<file path="src/hdl/dss_pkg.sv">
// Shared constants, types and codes for the diffusion stencil step block.
// No dependencies; compile first.
package dss_pkg;

    localparam int MAX_WIDTH  = 63;
    localparam int LINE_DEPTH = 2 * MAX_WIDTH;
    localparam int ADDR_W     = $clog2(LINE_DEPTH);
    localparam int COL_W      = $clog2(MAX_WIDTH + 1);
    localparam int ROW_W      = 16;
    localparam int SAMPLE_W   = 32;
    localparam int WEIGHT_W   = 32;
    localparam int GAIN_W     = 16;
    localparam int LAP_W      = 48;
    localparam int PROD_W     = SAMPLE_W + WEIGHT_W;
    localparam int ACC_W      = PROD_W + 3;
    localparam int CFG_IDX_W  = 3;
    localparam int CFG_DATA_W = 32;

    localparam logic [ADDR_W-1:0] LOWER_BASE = ADDR_W'(MAX_WIDTH);

    localparam logic [COL_W-1:0]           RST_GRID_WIDTH  = COL_W'(32);
    localparam logic [ROW_W-1:0]           RST_GRID_HEIGHT = ROW_W'(32);
    localparam logic signed [WEIGHT_W-1:0] RST_WEIGHT_H    = 32'sd65536;
    localparam logic signed [WEIGHT_W-1:0] RST_WEIGHT_V    = 32'sd65536;
    localparam logic signed [WEIGHT_W-1:0] RST_WEIGHT_C    = -32'sd262144;
    localparam logic [GAIN_W-1:0]          RST_STEP_GAIN   = GAIN_W'(6553);

    typedef enum logic [CFG_IDX_W-1:0] {
        CFG_GRID_WIDTH  = 3'd0,
        CFG_GRID_HEIGHT = 3'd1,
        CFG_WEIGHT_H    = 3'd2,
        CFG_WEIGHT_V    = 3'd3,
        CFG_WEIGHT_C    = 3'd4,
        CFG_STEP_GAIN   = 3'd5
    } cfg_idx_t;

    // stencil operand registers
    typedef enum logic [2:0] {
        OP_CENTRE = 3'd0,
        OP_UP     = 3'd1,
        OP_DOWN   = 3'd2,
        OP_LEFT   = 3'd3,
        OP_RIGHT  = 3'd4
    } op_t;

    typedef struct packed {
        logic              ld_sample;
        logic              clr_down;
        logic              rd_en;
        logic [ADDR_W-1:0] rd_addr;
        op_t               rd_tgt;
        logic              rd_zero;
        logic              wr_en;
        logic [ADDR_W-1:0] wr_addr;
        logic              wr_sample;
        logic              acc_clr;
        logic              mul_en;
        op_t               mul_op;
        logic              lap_en;
        logic              gain_en;
        logic              out_load;
        logic              border;
        logic              last;
    } dp_cmd_t;

    typedef struct packed {
        logic out_free;
    } dp_status_t;

endpackage

</file>
<file path="src/hdl/dss_ctrl.sv">
// Sequencer: position counters, line-store addressing, compute and flush steps.
// Depends on dss_pkg; drives dss_datapath.
module dss_ctrl
    import dss_pkg::*;
(
    input  logic              clk,
    input  logic              rst_n,
    input  logic [COL_W-1:0]  grid_width,
    input  logic [ROW_W-1:0]  grid_height,
    input  logic              in_valid,
    output logic              in_ready,
    input  dp_status_t        status,
    output dp_cmd_t           cmd
);

    typedef enum logic [3:0] {
        S_IDLE, S_RD0, S_RD1, S_RD2, S_RD3, S_CAP, S_WRL,
        S_MUL, S_SUM, S_LAP, S_GAIN, S_EMIT
    } state_t;

    state_t           state_reg, state_next;
    logic [COL_W-1:0] col_reg, col_next;
    logic [ROW_W-1:0] row_reg, row_next;
    logic [COL_W-1:0] pos_reg, pos_next;
    logic             up_zero_reg, up_zero_next;
    logic             border_reg, border_next;
    logic             emit_reg, emit_next;
    logic             flush_pend_reg, flush_pend_next;
    logic             flushing_reg, flushing_next;
    logic [2:0]       mul_idx_reg, mul_idx_next;

    logic [COL_W-1:0] w_eff, w_last;
    logic [ROW_W-1:0] h_eff;
    logic [COL_W-1:0] c_in;
    logic [ROW_W-1:0] r_in;
    logic             pos_first, pos_end;

    assign w_eff     = (grid_width < COL_W'(3)) ? COL_W'(3) : grid_width;
    assign h_eff     = (grid_height < ROW_W'(3)) ? ROW_W'(3) : grid_height;
    assign w_last    = w_eff - COL_W'(1);
    assign pos_first = (pos_reg == '0);
    assign pos_end   = (pos_reg == w_last);

    assign in_ready = (state_reg == S_IDLE);

    always_comb
    begin
        if (col_reg >= w_eff || row_reg >= h_eff)
        begin
            c_in = '0;
            r_in = '0;
        end
        else
        begin
            c_in = col_reg;
            r_in = row_reg;
        end
    end

    always_comb
    begin
        state_next      = state_reg;
        col_next        = col_reg;
        row_next        = row_reg;
        pos_next        = pos_reg;
        up_zero_next    = up_zero_reg;
        border_next     = border_reg;
        emit_next       = emit_reg;
        flush_pend_next = flush_pend_reg;
        flushing_next   = flushing_reg;
        mul_idx_next    = mul_idx_reg;

        cmd           = '0;
        cmd.rd_tgt    = OP_CENTRE;
        cmd.mul_op    = OP_CENTRE;
        cmd.border    = flushing_reg || border_reg;
        cmd.last      = flushing_reg && pos_end;

        unique case (state_reg)
            S_IDLE:
            begin
                if (in_valid)
                begin
                    cmd.ld_sample   = 1'b1;
                    pos_next        = c_in;
                    up_zero_next    = (r_in < ROW_W'(2));
                    border_next     = (r_in == ROW_W'(1)) || (c_in == '0) || (c_in == w_last);
                    emit_next       = (r_in != '0);
                    flush_pend_next = (c_in == w_last) && (r_in == h_eff - ROW_W'(1));
                    if (c_in == w_last && r_in == h_eff - ROW_W'(1))
                    begin
                        col_next = '0;
                        row_next = '0;
                    end
                    else if (c_in == w_last)
                    begin
                        col_next = '0;
                        row_next = r_in + ROW_W'(1);
                    end
                    else
                    begin
                        col_next = c_in + COL_W'(1);
                        row_next = r_in;
                    end
                    state_next = S_RD0;
                end
            end
            S_RD0:
            begin
                cmd.rd_en   = 1'b1;
                cmd.rd_addr = LOWER_BASE + ADDR_W'(pos_reg);
                cmd.rd_tgt  = OP_CENTRE;
                cmd.acc_clr = 1'b1;
                state_next  = S_RD1;
            end
            S_RD1:
            begin
                cmd.rd_en   = 1'b1;
                cmd.rd_addr = ADDR_W'(pos_reg);
                cmd.rd_tgt  = OP_UP;
                cmd.rd_zero = !flushing_reg && up_zero_reg;
                state_next  = S_RD2;
            end
            S_RD2:
            begin
                // left neighbor: already moved to the upper half, or in the lower half while flushing
                cmd.rd_en   = 1'b1;
                cmd.rd_tgt  = OP_LEFT;
                cmd.rd_zero = pos_first;
                if (pos_first)
                begin
                    cmd.rd_addr = '0;
                end
                else if (flushing_reg)
                begin
                    cmd.rd_addr = LOWER_BASE + ADDR_W'(pos_reg - COL_W'(1));
                end
                else
                begin
                    cmd.rd_addr = ADDR_W'(pos_reg - COL_W'(1));
                end
                state_next = S_RD3;
            end
            S_RD3:
            begin
                cmd.rd_en   = 1'b1;
                cmd.rd_tgt  = OP_RIGHT;
                cmd.rd_zero = pos_end;
                cmd.rd_addr = pos_end ? LOWER_BASE + ADDR_W'(pos_reg)
                                      : LOWER_BASE + ADDR_W'(pos_reg + COL_W'(1));
                state_next  = S_CAP;
            end
            S_CAP:
            begin
                mul_idx_next = '0;
                if (flushing_reg)
                begin
                    state_next = S_MUL;
                end
                else
                begin
                    cmd.wr_en   = 1'b1;
                    cmd.wr_addr = ADDR_W'(pos_reg);
                    state_next  = S_WRL;
                end
            end
            S_WRL:
            begin
                cmd.wr_en     = 1'b1;
                cmd.wr_sample = 1'b1;
                cmd.wr_addr   = LOWER_BASE + ADDR_W'(pos_reg);
                state_next    = emit_reg ? S_MUL : S_IDLE;
            end
            S_MUL:
            begin
                cmd.mul_en = 1'b1;
                case (mul_idx_reg)
                    3'd0:    cmd.mul_op = OP_UP;
                    3'd1:    cmd.mul_op = OP_DOWN;
                    3'd2:    cmd.mul_op = OP_LEFT;
                    3'd3:    cmd.mul_op = OP_RIGHT;
                    default: cmd.mul_op = OP_CENTRE;
                endcase
                mul_idx_next = mul_idx_reg + 3'd1;
                if (mul_idx_reg == 3'd4)
                begin
                    state_next = S_SUM;
                end
            end
            S_SUM:
            begin
                state_next = S_LAP;
            end
            S_LAP:
            begin
                cmd.lap_en = 1'b1;
                state_next = S_GAIN;
            end
            S_GAIN:
            begin
                cmd.gain_en = 1'b1;
                state_next  = S_EMIT;
            end
            S_EMIT:
            begin
                if (status.out_free)
                begin
                    cmd.out_load = 1'b1;
                    if (flushing_reg)
                    begin
                        if (pos_end)
                        begin
                            flushing_next = 1'b0;
                            state_next    = S_IDLE;
                        end
                        else
                        begin
                            pos_next   = pos_reg + COL_W'(1);
                            state_next = S_RD0;
                        end
                    end
                    else if (flush_pend_reg)
                    begin
                        // frame done: walk the last row with no row below
                        flush_pend_next = 1'b0;
                        flushing_next   = 1'b1;
                        cmd.clr_down    = 1'b1;
                        pos_next        = '0;
                        state_next      = S_RD0;
                    end
                    else
                    begin
                        state_next = S_IDLE;
                    end
                end
            end
            default:
            begin
                state_next = S_IDLE;
            end
        endcase
    end

    always_ff @(posedge clk or negedge rst_n)
    begin
        if (!rst_n)
        begin
            state_reg      <= S_IDLE;
            col_reg        <= '0;
            row_reg        <= '0;
            pos_reg        <= '0;
            up_zero_reg    <= 1'b0;
            border_reg     <= 1'b0;
            emit_reg       <= 1'b0;
            flush_pend_reg <= 1'b0;
            flushing_reg   <= 1'b0;
            mul_idx_reg    <= '0;
        end
        else
        begin
            state_reg      <= state_next;
            col_reg        <= col_next;
            row_reg        <= row_next;
            pos_reg        <= pos_next;
            up_zero_reg    <= up_zero_next;
            border_reg     <= border_next;
            emit_reg       <= emit_next;
            flush_pend_reg <= flush_pend_next;
            flushing_reg   <= flushing_next;
            mul_idx_reg    <= mul_idx_next;
        end
    end

endmodule

</file>
<file path="config.mk">
export PLATFORM = sky130hd
export DESIGN_NAME = dss_ctrl
export DESIGN_NICKNAME = d
export VERILOG_FILES = /design/src/hdl/dss_pkg.sv /design/src/hdl/dss_ctrl.sv
export SDC_FILE = /design/constraint.sdc
export NUM_CORES = 1
export LEC_CHECK = 0
export CAP_MARGIN = 40
export CORE_ASPECT_RATIO = 0.8
export CORE_UTILIZATION = 30
export DETAILED_ROUTE_END_ITERATION = 16
export DONT_BUFFER_PORTS = 1
export SLEW_MARGIN = 20
export SYNTH_ARGS = -nofsm -noshare
export SYNTH_HDL_FRONTEND = slang
export SYNTH_SLANG_ARGS = --single-unit
</file>
<file path="constraint.sdc">
create_clock -name clk -period 4.5 [get_ports clk]
set_clock_uncertainty 0.15 [all_clocks]
set_input_delay 0.9 -clock clk [delete_from_list [all_inputs] [get_ports clk]]
set_output_delay 0.9 -clock clk [all_outputs]
set_load 0.1 [all_outputs]
</file>
==> metrics.md <==
| Metric | Value |
|---|---|
| Max_slew headroom | 46.1% |
| Initial core utilization | 30.7% |
| Number of buffers created by CTS | 5 |
| Slew @ Worst Pin | 802 ps |
| Sw Pwr | 2.30 mW |
| Min-delay worst type | in -> async |
| Nets | 822 |
| Row cnt | 42 |
| Pwr dens | 607 nW/um2 |
| Startpoint Class | primary input |
| FMAX | 226 MHz |
| Min Hold Slack | 162 ps |
| All-layer global routing usage | 19.1% |
| Top post-synthesis cells by area | dfrtp_1 (20%), ha_1 (9.4%), nand2_1 (5.3%), nor2_1 (4.6%), a21oi_1 (4.0%) |
| Fillers | 1681 |
| Combinational Power Share | 71.5% |
| Post-synth net total | 768 |
| Crit-path max FO | 11 |
| Vias | 5601 |
| Post-CTS Setup Bufs | 0 |
| Initial antenna violation count | 0 |
| DRT antenna net count | 0 |
| Clock Path Buffers | 2 |
| Max stage delay on crit path | 480 ps |
| CP startpoint | grid_height[7] |
| Vias in the first global route | 5064 |
| RSZ-0062 raised after global routing | true |
| Lkg Pwr | 2.80 nW |
| Status | completed |
| Crit path max-delay cell type | or4_4 |
| Ys flop type | dfrtp_1 |
| FF-to-FF Start | row_reg[3] |
| I/O Buffers | 0 |
| Chip Width | 147 um |
| I/O pins | 60 |
| GR Util met2 | 27.4% |
| Clk_lat worst skew | 280 ps |
| Finished Layout Cells | 979 |
| Drt via density | 5.72 |
| Total wire length | 16.8 mm |
| Area growth syn-to-layout | 29.4% |
| Global routing usage on met3 | 3.36% |
| EDFF count, synth | 0 |
| First-pass GRT wire length | 27.2 mm |
| Fin. Hold Viols | 0 |
| Largest net degree at the start of global routing | 41 |
| FF+latch count, synth | 40 |
| Drt pass-1 iters | 7 |
| Crit path kind | in -> reg |
| CP Data Required Time | 4510 ps |
| Fin crit share | 98.1% |
| Max-slew violation count | 0 |
| CTS tree | built |
| Chip height | 118 um |
| Gate count after technology mapping | 704 |
| Clock power frac | 10.1% |
| Initial DRC count | 452 |
| Crit. End Element | register |
| Share of post-route cells with drive strength above 1 | 22.7% |
| Met1 Use GR | 30.0% |
| CTS Sinks | 40 |
| Syn_area_per_cell | 7.22 um2 |
| Mapped cell area | 5080 um2 |
| Asr flop ratio synth | 100% |
| Drt wl/cell | 17.2 um |
| Max Cap Violations | 0 |
| Peak VDD IR | 0.361 mV |
| Root Driver | clkbuf_16 |
| Residual DRC | 0 |
| Dominant cell type by area after synthesis | dfrtp_1 |
| Final setup viols | 0 |
| CTS clk-pin slew, worst paths | 60 ps |
| Internal power | 1.69 mW |
| Sequential share of power | 18.4% |
| Die area | 17500 um2 |
| Diode count | 0 |
| Arr. time, crit path | 4430 ps |
| Post-Place Cells | 971 |
| Remaining Overflow, GRT | 0 |
| Post-DP HPWL | 13.0 mm |
| Total Power | 3.99 mW |
| Post-synth top area share | 19.7% |
| Core footprint | 16600 um2 |
| Syn. warnings | 0 |
| H-tree depth | 2 |
| Sequential share of the synthesized area | 19.7% |
| Number of distinct library cells after synthesis | 73 |
| Max reg flops | 16 |
| GP Congestion | 0.935 |
| Switching portion of total power | 57.6% |
| Fin crit period | 4420 ps |
| CP Cell Sequence | nor4_4 -> and3_4 -> a31oi_4 -> inv_2 -> ha_4 -> nor2b_4 -> a211oi_2 -> o211ai_1 -> buf_4 -> o211ai_4 -> or3_4 -> a222oi_1 -> buf_4 -> nand2_4 -> or4_4 -> and3_4 -> a221o_1 |
| GRT Max-Usage Layer | met1 |
-- metal layers --
metal  part of all wire (%)  wire length (um)
met5                      0                 0
met2                     41              6980
met1                     51              8550
met3                    7.6              1270
met4                   0.31                53
-- layout make-up --
type / count / area [um2] / area share [%]
Inverter: 49 / 184 / 2.80
Clock buffer: 5 / 125 / 1.90
Sequential cell: 40 / 1000 / 15.2
Multi-Input combinational cell: 567 / 4080 / 62.1
Tap cell: 220 / 275 / 4.19
Clock inverter: 3 / 42.5 / 0.647
Timing Repair Buffer: 95 / 866 / 13.2
-- power by group through the flow --
stage	combinational, mW	sequential (mW)	clock (mW)
2_1_floorplan	2.12	0.553	0
3_3_place_gp	2.72	0.731	0
3_5_place_dp	2.81	0.732	0
4_1_cts	2.82	0.726	0.415
5_1_grt	3.05	0.758	0.430
6_report	2.85	0.733	0.404
-- cells in the mapped netlist (9+ instances only) --
cell type and n:
inv_1 48, dfrtp_1 40, nand2_1 72, nor2_1 62, nor3_1 21, o211ai_1 11
xnor2_1 22, nand2b_1 10, or4_1 9, and3_1 14, nand3_1 33, nor4_1 15
o31ai_1 13, a21oi_1 41, clkbuf_1 40, o21ai_0 38, ha_1 38, a31oi_1 11
-- path summary, 6_finish.rpt --
path | end | slack, ps | cells past startpoint
max | row_reg[10] | 80 | 17
min | mul_idx_reg[0] | 160 | 0
max reg2reg | row_reg[10] | 520 | 13
min reg2reg | border_reg | 340 | 2
max in group asynchronous | border_reg | 3950 | 0
min in group clk | border_reg | 340 | 2
-- through the flow --
| step | util, % | cell area, um2 | setup WS (ps) | setup TNS (ps) |
|---|---|---|---|---|
| 3_3_place_gp | 37.6 | 6230 | -122 | -350 |
| 4_1_cts | 39.2 | 6490 | 42.3 | 0 |
| 6_report | 39.7 | 6570 | 83.4 | 0 |
| 3_5_place_dp | 38.2 | 6320 | -237 | -1160 |
| 2_1_floorplan | - | 5330 | -565 | -5900 |
| 5_1_grt | 39.7 | 6570 | -27.6 | -34.4 |
-- what timing repair did --
item / 4_1_cts / 5_1_grt
setup endpoints to repair: 0 / 11
gates resized for setup: 0 / 18
endpoints found under the hold margin: 0 / 0
hold buffers: 0 / 0
-- logic make-up after synthesis --
logic type                 share of synthesized area, %
muxes                                             0.419
buffers and inverters                              7.36
adders and majority gates                          9.36
xor gates and xnor gates                           5.17
and+or+nand+nor                                    30.5
DFF                                                19.7
AOI/OAI and AO/OA                                  27.4
-- placed cells by master (no fill, tap or decap), types with 8 or more instances in the layout --
cell,count
buf_4,80
nand2_1,70
nor2_1,57
inv_1,46
dfrtp_1,40
ha_1,36
a21oi_1,35
nand3_1,32
o21ai_0,27
xnor2_1,21
nor3_1,19
o21ai_1,15
nor4_1,12
and3_1,12
o211ai_1,11
a31oi_1,10
o31ai_1,10
nand2b_1,9
nand4_1,8
o22ai_1,8
-- critical path: cells and delay by family --
kind	cells	cell delay (ps)
simple gates	7	1800
compound gates	6	1030
buf+inv	3	480
fa+ha+maj	1	210
(Power assumes the default switching activity.)
